===== src/fct_pkg.sv =====
// ----------------------------------------------------------------------------
// fct_pkg: shared types and constants for the flow cache
// Flow record, classified item and engine state encodings.
// ----------------------------------------------------------------------------
package fct_pkg;

	localparam logic [7:0] PROTO_ICMP = 8'd1;
	localparam logic [7:0] PROTO_TCP  = 8'd6;
	localparam logic [7:0] PROTO_UDP  = 8'd17;

	localparam logic FUNC_PACKET = 1'b0;
	localparam logic FUNC_FLUSH  = 1'b1;

	localparam logic [1:0] REG_ACTIVE   = 2'd0;
	localparam logic [1:0] REG_INACTIVE = 2'd1;
	localparam logic [1:0] REG_LIMIT    = 2'd2;

	localparam logic [15:0] ACTIVE_RST   = 16'd60;
	localparam logic [15:0] INACTIVE_RST = 16'd10;
	localparam logic [5:0]  LIMIT_RST    = 6'd32;

	typedef struct packed {
		logic [31:0] src_addr;
		logic [31:0] dst_ip;
		logic [15:0] sport;
		logic [15:0] dport;
		logic [7:0]  protocol;
		logic [7:0]  tos;
		logic [31:0] pkts;
		logic [31:0] octets;
		logic [31:0] first_seen;
		logic [31:0] last_seen;
	} flow_t;

	typedef struct packed {
		logic        func;
		logic        pkt_ok;
		logic [31:0] stamp;
		logic [31:0] src_addr;
		logic [31:0] dst_ip;
		logic [15:0] sport;
		logic [15:0] dport;
		logic [7:0]  protocol;
		logic [7:0]  tos;
		logic [15:0] ip_length;
	} item_t;

	typedef struct packed {
		logic  valid;
		item_t item;
	} qhead_t;

	typedef enum logic [2:0] {
		ST_IDLE,
		ST_SCAN,
		ST_MATCH,
		ST_LIMIT,
		ST_FLUSH,
		ST_FINISH
	} eng_state_t;

endpackage


===== src/fct_chan_if.sv =====
// ----------------------------------------------------------------------------
// fct channel interfaces
// Header input, flow record output and register write channels.
// ----------------------------------------------------------------------------
interface fct_in_if;
	logic        valid;
	logic        ready;
	logic        func;
	logic [31:0] stamp;
	logic [31:0] src_addr;
	logic [31:0] dst_ip;
	logic [15:0] sport;
	logic [15:0] dport;
	logic [7:0]  protocol;
	logic [7:0]  tos;
	logic [15:0] ip_length;
	modport source (output valid, func, stamp, src_addr, dst_ip, sport, dport,
		protocol, tos, ip_length, input ready);
	modport sink (input valid, func, stamp, src_addr, dst_ip, sport, dport,
		protocol, tos, ip_length, output ready);
endinterface



===== src/fct_front.sv =====
// ----------------------------------------------------------------------------
// fct_front: header intake and classification
// Qualifies the protocol, zeroes ICMP ports and queues up to two items.
// ----------------------------------------------------------------------------
module fct_front (
	input  logic           clk,
	input  logic           arst_n,
	fct_in_if.sink         in_ch,
	output fct_pkg::qhead_t head,
	input  logic           pop
);
	import fct_pkg::*;

	item_t      slot_q [2];
	logic       wr_q;
	logic       rd_q;
	logic [1:0] cnt_q;
	item_t      cls;
	logic       push;
	logic       is_icmp;

	assign is_icmp = in_ch.protocol == PROTO_ICMP;

	always_comb begin
		cls.func      = in_ch.func;
		cls.pkt_ok    = is_icmp || in_ch.protocol == PROTO_TCP || in_ch.protocol == PROTO_UDP;
		cls.stamp     = in_ch.stamp;
		cls.src_addr  = in_ch.src_addr;
		cls.dst_ip    = in_ch.dst_ip;
		cls.sport     = is_icmp ? 16'd0 : in_ch.sport;
		cls.dport     = is_icmp ? 16'd0 : in_ch.dport;
		cls.protocol  = in_ch.protocol;
		cls.tos       = in_ch.tos;
		cls.ip_length = in_ch.ip_length;
	end

	assign in_ch.ready = cnt_q != 2'd2;
	assign push        = in_ch.valid && in_ch.ready;
	assign head.valid  = cnt_q != 2'd0;
	assign head.item   = slot_q[rd_q];

	always_ff @(posedge clk) begin
		if (push)
			slot_q[wr_q] <= cls;
	end

	always_ff @(posedge clk or negedge arst_n) begin
		if (!arst_n) begin
			wr_q  <= 1'b0;
			rd_q  <= 1'b0;
			cnt_q <= 2'd0;
		end else begin
			if (push)
				wr_q <= ~wr_q;
			if (pop)
				rd_q <= ~rd_q;
			cnt_q <= cnt_q + {1'b0, push} - {1'b0, pop};
		end
	end

endmodule


===== src/flat_wrapper.sv =====
// flat-port wrapper written by rule: the top's interface ports become plain ports
module fct_front_flat import fct_pkg::*;
  (clk, arst_n, head, pop, in_ch_valid, in_ch_func, in_ch_stamp, in_ch_src_addr, in_ch_dst_ip, in_ch_sport, in_ch_dport, in_ch_protocol, in_ch_tos, in_ch_ip_length, in_ch_ready);
  fct_in_if in_ch_i ();
  input  logic clk;
  input  logic arst_n;
  output fct_pkg::qhead_t head;
  input  logic pop;
  input wire logic [$bits(in_ch_i.valid)-1:0] in_ch_valid;
  input wire logic [$bits(in_ch_i.func)-1:0] in_ch_func;
  input wire logic [$bits(in_ch_i.stamp)-1:0] in_ch_stamp;
  input wire logic [$bits(in_ch_i.src_addr)-1:0] in_ch_src_addr;
  input wire logic [$bits(in_ch_i.dst_ip)-1:0] in_ch_dst_ip;
  input wire logic [$bits(in_ch_i.sport)-1:0] in_ch_sport;
  input wire logic [$bits(in_ch_i.dport)-1:0] in_ch_dport;
  input wire logic [$bits(in_ch_i.protocol)-1:0] in_ch_protocol;
  input wire logic [$bits(in_ch_i.tos)-1:0] in_ch_tos;
  input wire logic [$bits(in_ch_i.ip_length)-1:0] in_ch_ip_length;
  output wire logic [$bits(in_ch_i.ready)-1:0] in_ch_ready;
  assign in_ch_i.valid = in_ch_valid;
  assign in_ch_i.func = in_ch_func;
  assign in_ch_i.stamp = in_ch_stamp;
  assign in_ch_i.src_addr = in_ch_src_addr;
  assign in_ch_i.dst_ip = in_ch_dst_ip;
  assign in_ch_i.sport = in_ch_sport;
  assign in_ch_i.dport = in_ch_dport;
  assign in_ch_i.protocol = in_ch_protocol;
  assign in_ch_i.tos = in_ch_tos;
  assign in_ch_i.ip_length = in_ch_ip_length;
  assign in_ch_ready = in_ch_i.ready;
  fct_front u_core (.clk(clk), .arst_n(arst_n), .in_ch(in_ch_i), .head(head), .pop(pop));
endmodule

===== config.mk =====
export PLATFORM = sky130hd
export DESIGN_NAME = fct_front_flat
export DESIGN_NICKNAME = d
export VERILOG_FILES = /design/src/fct_pkg.sv /design/src/fct_chan_if.sv /design/src/fct_front.sv /design/src/flat_wrapper.sv
export SDC_FILE = /design/constraint.sdc
export NUM_CORES = 1
export LEC_CHECK = 0
export ABC_AREA = 0
export BUFFER_PORTS_ARGS = -buffer_cell sky130_fd_sc_hd__buf_2
export CAP_MARGIN = 20
export CELL_PAD_IN_SITES_DETAIL_PLACEMENT = 0
export CELL_PAD_IN_SITES_GLOBAL_PLACEMENT = 1
export CORE_ASPECT_RATIO = 1.5
export CORE_MARGIN = 8
export CORE_UTILIZATION = 30
export DETAILED_ROUTE_END_ITERATION = 6
export GPL_TIMING_DRIVEN = 1
export PLACE_DENSITY = 0.56
export SLEW_MARGIN = 20
export SYNTH_ARGS = -nofsm -noshare
export SYNTH_HDL_FRONTEND = slang
export SYNTH_SLANG_ARGS = --single-unit

===== constraint.sdc =====
create_clock -name clk -period 8.4 [get_ports clk]
set_input_delay 0.84 -clock clk [delete_from_list [all_inputs] [get_ports clk]]
set_output_delay 0.84 -clock clk [all_outputs]
set_load 0.01 [all_outputs]

==> impl_metrics.csv, run 1 <==
group,metric,value,unit
setup_path,required,7.56,ns
drt,initialDrtViolationCount,200,
cells_and_area,syn2layout_area_growth,27.8,%
synth,synth_cell_types,23,
synth,avgSynthCellArea,21.7,um2
cells_and_area,layout.cell_area.non_filler,0.0155,mm2
power,p_per_area,348,mW/mm2
sta,finalHoldViolations,0,
power,p_leak,5.77,nW
setup_path,critical_path_arrival,2.65,ns
synth,synth-seq-area-share,80.8,%
clocking,cts_tree,"built",
floorplanning,die-height,263,um
floorplanning,io-pin-count,329,
sta,period_minus_slack,3.49,ns
synth,synth_top_area_share,80.0,%
synth,synth_simple_gate_area_share,2.70,%
setup_path,r2r_start,"u_core.cnt_q[1]$_DFF_PN0_",
clocking,numCtsBuffers,35,
clocking,cts_resized,0,
synth,ys_ff_latch,328,
setup_path,r2r_end,"u_core.slot_q[0][6]$_DFFE_PP_",
floorplanning,fp-row-count,90,
sta,final-setup-viol-count,0,
cells_and_area,nets,1080,
outcome,status,"complete, no violations",
sta,skew,0.00971,ns
place,place_congestion,0.702,
sta,rsz0062_at_grt,"no",
synth,synth_xor_area_share,0.288,%
setup_path,reg2regPathDepth,5,
grt,grt_pass1_vias,6948,
setup_path,max_stage_delay,0.82,ns
drt,firstDrtPassIters,4,
sta,min_period_over_period,41.5,%
drt,routed_via_density,4.30,
drt,wl_per_cell,19.7,um
drt,ant_nets,0,
grt,grt_pass1_wl,42.7,mm
sta,fmax,0.287,GHz
synth,netlist_top_cells_area,"edfxtp_1, mux2_2, and2_4",
clocking,hold_buffers,0,
synth,yosys_warnings,0,
clocking,clkTransAtPathRegs,0.06,ns
grt,grt_max_degree,71,
grt,track_usage,11.7,%
synth,synth_top_family_by_area,"multiplexers",
setup_path,crit_path_start_kind,"flip-flop",
place,dp.cells,1382,
place,io_buffers,328,
sta,slew_viol_final,0,
floorplanning,initial_core_util,30.4,%
drt,drc,0,
setup_path,startpoint,"u_core.rd_q$_DFFE_PN0P_",
synth,synth_mux_area_share,15.0,%
drt,wl,28.6,mm
clocking,cts_num_sinks,328,
cells_and_area,instances_no_fill,1446,
power,total_power,5.41,mW
setup_path,endpoint,"head[91]",
place,placed_area,0.0144,mm2
hold_path,hp-class,"in2async",
setup_path,critPathKind,"reg2out",
sta,tightest_slew,1.01,ns
clocking,htree_levels,2,
run,maxCapViolCount,0,
synth,netlist_instances,562,
sta,fin_setup_tns,0,ns
synth,synth_compound_area_share,0.0411,%
synth,synth_area,0.0122,mm2
setup_path,slowest_stage,"buf_4",
setup_path,cp_max_fo,70,
grt,antenna_found_initial,3,
floorplanning,coreArea,0.0401,mm2
drt,vias,6218,
clocking,clock_latency,0.50,ns
floorplanning,dieArea,0.0474,mm2
cells_and_area,drive_above_1_share,61.3,%
setup_path,crit_chain,"buf_4, mux2_2, buf_2",
sta,relSlewSlack,32.7,%
setup_path,reg2reg_slack,5.88,ns
clocking,postCtsSetupBuffers,0,
place,hpwlAfterDp,19.6,mm
grt,grt_overflow,0,
synth,synthAdderAreaFrac,0.206,%
synth,synth_fp_nets,729,
synth,synth_top_area_cell,"edfxtp_1",
power,vdd_ir_drop_max,182,uV
clocking,clockBufferDepth,3,
clocking,cts-root-buf,"clkbuf_16",
floorplanning,dieWidth,180,um
setup_path,end_kind,"output port",
## layer usage
metal  global-route usage [%]  part of all wire, %
met4                     3.94                  2.5
met2                     22.0                   53
met3                     4.22                  7.6
met1                     11.6                   36
met5                        0                0.042
## sequential cells by signal, summed over array words and instances, names as in the netlist
signal	count
u_core.cnt_q	2
u_core.rd_q	1
u_core.slot_q	324
u_core.wr_q	1
## worst max-delay path, delay by kind of cell (launching register included)
family	cells	cell delay [ns]
buffers and inverters	2	0.97
DFF	1	0.66
muxes	1	0.42
## kinds of logic after synthesis
group / after synthesis
DFF: 328
muxes: 162
and+or+nand+nor: 41
buffers and inverters: 24
xor gates and xnor gates: 4
adders and majority gates: 2
AOI/OAI and AO/OA: 1
## power by group
| part | internal (mW) | leakage (nW) | switching (mW) |
|---|---|---|---|
| logic | 0.669 | 2.16 | 0.873 |
| registers | 2.24 | 3.06 | 0.0954 |
| clock network | 0.930 | 0.557 | 0.596 |
| total | 3.84 | 5.77 | 1.56 |
## metrics by stage
stage,hold WS (ns),utilization [%],setup WS [ns]
2_1_floorplan,0.460,-,0.0604
3_3_place_gp,0.536,35.9,5.37
3_5_place_dp,0.565,35.9,5.37
4_1_cts,0.0983,38.8,4.82
5_1_grt,0.110,38.8,4.75
6_report,0.132,38.8,4.91
## cell usage in the layout (no fill, tap or decap), types with 2 or more instances in the layout
| cell | count |
|---|---|
| buf_2 | 328 |
| edfxtp_1 | 324 |
| mux2_2 | 162 |
| clkbuf_16 | 37 |
| and2_4 | 23 |
| clkbuf_1 | 11 |
| and2_1 | 7 |
| buf_4 | 7 |
| clkinv_1 | 5 |
| clkinv_2 | 4 |
| bufinv_16 | 4 |
| inv_1 | 3 |
| xnor2_1 | 3 |
| dfrtp_1 | 3 |
| and2_2 | 2 |
| ha_1 | 2 |
| clkinv_4 | 2 |
## cell type report
type | instances | area [um2]
clock buffer | 48 | 967
fill | 3781 | 24500
multi-input combinational | 210 | 2230
antenna | 1 | 2.50
sequential | 328 | 9830
timing repair buffer | 335 | 1690
tap | 506 | 633
inverter | 3 | 11.3
clock inverter | 15 | 176
## worst min path at each step
stage | start | to | slack (ns)
global route | arst_n | u_core.wr_q$_DFFE_PN0P_ | 0.11
global placement | u_core.wr_q$_DFFE_PN0P_ | u_core.wr_q$_DFFE_PN0P_ | 0.54
CTS | arst_n | u_core.wr_q$_DFFE_PN0P_ | 0.1
finish | arst_n | u_core.wr_q$_DFFE_PN0P_ | 0.13
detailed placement | u_core.wr_q$_DFFE_PN0P_ | u_core.wr_q$_DFFE_PN0P_ | 0.56
floorplan | u_core.wr_q$_DFFE_PN0P_ | u_core.wr_q$_DFFE_PN0P_ | 0.46
## cell usage after synthesis, drive strengths merged
cell type	instances
a21oi	1
and2	32
and3	1
buf	10
clkbuf	11
dfrtp	4
edfxtp	324
ha	2
inv	3
mux2	162
nand2	1
nand2b	1
nor2	1
or2	1
or3	1
or3b	1
or4	1
or4bb	1
xnor2	3
xor2	1
Note: power is estimated with default switching activity, not from simulation.
==> inputs of run 2 (changes only) <==
--- a/config.mk
+++ b/config.mk
@@ -5,7 +5,7 @@
 export SDC_FILE = /design/constraint.sdc
 export NUM_CORES = 1
 export LEC_CHECK = 0
-export ABC_AREA = 0
+export ABC_AREA = 1
 export BUFFER_PORTS_ARGS = -buffer_cell sky130_fd_sc_hd__buf_2
 export CAP_MARGIN = 20
 export CELL_PAD_IN_SITES_DETAIL_PLACEMENT = 0
==> constraint.sdc (replaced) <==
create_clock -name clk -period 3 [get_ports clk]
set_input_delay 0.3 -clock clk [delete_from_list [all_inputs] [get_ports clk]]
set_output_delay 0.3 -clock clk [all_outputs]
set_load 0.01 [all_outputs]
==> impl_metrics.csv, run 2 <==
group,metric,value,unit
sta,relSlewSlack,58.9,%
synth,synth_area,0.0125,mm2
clocking,clockBufferDepth,3,
drt,initialDrtViolationCount,223,
drt,drc,0,
floorplanning,io-pin-count,329,
drt,firstDrtPassIters,4,
clocking,cts_num_sinks,328,
cells_and_area,top_register,"u_core.slot_q",
grt,grt_max_degree,92,
power,total_power,15.4,mW
power,p_per_area,894,mW/mm2
setup_path,critPathKind,"reg2out",
drt,vias,6994,
synth,yosys_warnings,0,
setup_path,critical_path_arrival,2.04,ns
setup_path,r2r_start,"u_core.cnt_q[1]$_DFF_PN0_",
synth,netlist_top_cells_area,"edfxtp_1, mux2_4, mux2_2",
synth,synth_top_area_share,77.7,%
synth,synth_fp_nets,785,
drt,ant_nets,0,
sta,rsz0062_at_grt,"no",
grt,grt_pass1_vias,7700,
setup_path,r2r_end,"u_core.slot_q[1][109]$_DFFE_PP_",
synth,synth.most_common_cell,"edfxtp_1",
setup_path,crit_buf_inv,2,
cells_and_area,drive_above_1_share,49.2,%
drt,routed_via_density,4.15,
clocking,cts_resized,0,
outcome,status,"complete, no violations",
drt,wl_per_cell,17.8,um
clocking,hold_buffers,129,
floorplanning,coreArea,0.0411,mm2
clocking,postCtsSetupBuffers,0,
cells_and_area,syn2layout_area_growth,37.9,%
clocking,numCtsBuffers,35,
cells_and_area,largest_reg_flops,324,
setup_path,crit_chain,"buf_4, mux2_2, buf_2",
setup_path,reg2regPathDepth,5,
hold_path,hp-class,"in2reg",
sta,fmax,0.427,GHz
setup_path,slowest_stage,"dfrtp_4",
power,p_leak,6.79,nW
place,place_congestion,0.687,
setup_path,crit_path_start_kind,"flip-flop",
floorplanning,initial_core_util,30.5,%
place,hpwlAfterDp,20.5,mm
clocking,cts_tree,"built",
synth,synth_edf_count,324,
synth,synth_cell_types,15,
floorplanning,fp-row-count,91,
sta,skew,0.0175,ns
cells_and_area,layout.cell_area.non_filler,0.0173,mm2
hold_path,min_to,"u_core.slot_q[0][26]$_DFFE_PP_",
hold_path,hold_path_depth,1,
sta,final-setup-viol-count,0,
setup_path,cp_max_fo,37,
cells_and_area,reg_top3,"u_core.slot_q x324, u_core.cnt_q x2",
setup_path,cp_top_family,"buffers and inverters",
synth,synth-seq-area-share,78.5,%
run,maxCapViolCount,0,
sta,tightest_slew,0.617,ns
synth,netlist_instances,618,
place,pre_cts_ws,1.15,ns
place,placed_area,0.0149,mm2
cells_and_area,final_common_cell,"buf_2",
sta,finalHoldViolations,0,
clocking,cts-root-buf,"clkbuf_16",
sta,min_period_over_period,78.0,%
setup_path,end_kind,"output port",
setup_path,max_stage_delay,0.45,ns
clocking,clkTransAtPathRegs,0.06,ns
cells_and_area,nets,1272,
clocking,htree_levels,2,
grt,grt_pass1_wl,45.1,mm
grt,antenna_found_initial,3,
synth,ys_async_sr_fraction,1.22,%
floorplanning,die-height,266,um
setup_path,required,2.70,ns
floorplanning,dieArea,0.0487,mm2
grt,grt_overflow,0,
cells_and_area,mostFrequentLayoutCells,"buf_2, edfxtp_1, dlygate4sd3_1",
synth,avgSynthCellArea,20.3,um2
grt,track_usage,12.0,%
sta,finalWorstSetupSlack,0.660,ns
drt,wl,30.1,mm
power,vdd_ir_drop_max,807,uV
setup_path,reg2reg_slack,1.15,ns
synth,synth_top_area_cell,"edfxtp_1",
sta,period_minus_slack,2.34,ns
hold_path,hold_path_startpoint,"in_ch_protocol[2]",
floorplanning,dieWidth,183,um
place,io_buffers,328,
clocking,clock_latency,0.51,ns
synth,synth_flop_cell,"edfxtp_1",
synth,ys_ff_latch,328,
synth,synth_common_cells,"edfxtp_1, mux2_2, mux2_4",
sta,slew_viol_final,0,
==> run 2: changes by cell type after synthesis, sizes merged, moves of 2 or more <==
cell    delta
xnor2      -2
nor2      +39
inv       +40
and2      -32
clkbuf    -11
buf       +11
nand2     +16
==> run 2: worst max-delay path by stage <==
stage,cells past startpoint,startpoint,slack [ns],end
after global placement,3,u_core.rd_q$_DFFE_PN0P_,1.16,head[60]
after global routing,3,u_core.rd_q$_DFFE_PN0P_,0.57,head[60]
after floorplan,6,u_core.cnt_q[0]$_DFF_PN0_,-0.53,u_core.slot_q[0][0]$_DFFE_PP_
after detailed placement,5,u_core.cnt_q[1]$_DFF_PN0_,1.15,u_core.slot_q[1][109]$_DFFE_PP_
final,3,u_core.rd_q$_DFFE_PN0P_,0.66,head[60]
after CTS,3,u_core.rd_q$_DFFE_PN0P_,0.59,head[60]
==> run 2: per-layer routing <==
layer / global-route usage [%] / vias to the layer above / part of all wire [%]
li1: - / 3309 / -
met1: 12.3 / 3423 / 35
met2: 23.0 / 212 / 55
met3: 3.51 / 48 / 6.7
met4: 3.92 / 2 / 2.4
met5: 0 / - / 0.027
==> run 2: logic make-up (layout without fill, tap and decap cells) <==
group | Yosys count | after routing | synth area share (%)
buffers and inverters | 64 | 573 | 2.58
adders and majority gates | 2 | 2 | 0.200
DFF | 328 | 328 | 78.5
xor gates and xnor gates | 3 | 3 | 0.210
muxes | 162 | 162 | 16.7
and+or+nand+nor | 59 | 59 | 1.82
other | 0 | 1 | 0
==> run 2: layout make-up <==
cell class / instances / area, um2
fill: 3756 / 23800
sequential: 328 / 9830
timing repair buffer: 471 / 3140
multi-input combinational: 226 / 2380
clock buffer: 42 / 945
tap: 558 / 698
inverter: 43 / 165
clock inverter: 17 / 97.6
antenna: 1 / 2.50
==> run 2: through the flow <==
stage               hold slack, ns  util (%)  TNS [ns]  std cells
finish                      0.0408      42.0         0       1686
global route                0.0189      42.0         0       1686
CTS                        0.00360      42.0         0       1685
detailed placement           0.115      36.3         0       1497
global placement             0.116      36.3         0       1497
floorplan                  0.00441         -   -155.63        618
==> run 2: worst reg2reg max path, cell delays in order, from the launching register on <==
cell and delay (ns):
dfrtp_1 0.43, nand2_2 0.10, nand2_2 0.09, nor2_4 0.35, buf_12 0.30, buf_12 0.26
==> run 2: report_power, final <==
part	leakage [nW]	internal (mW)	switching (mW)	total (mW)
Clock	0.508	2.31	1.64	3.95
Sequential	3.06	6.25	0.214	6.46
Combinational	3.23	2.35	2.67	5.02
Total	6.79	10.9	4.52	15.4
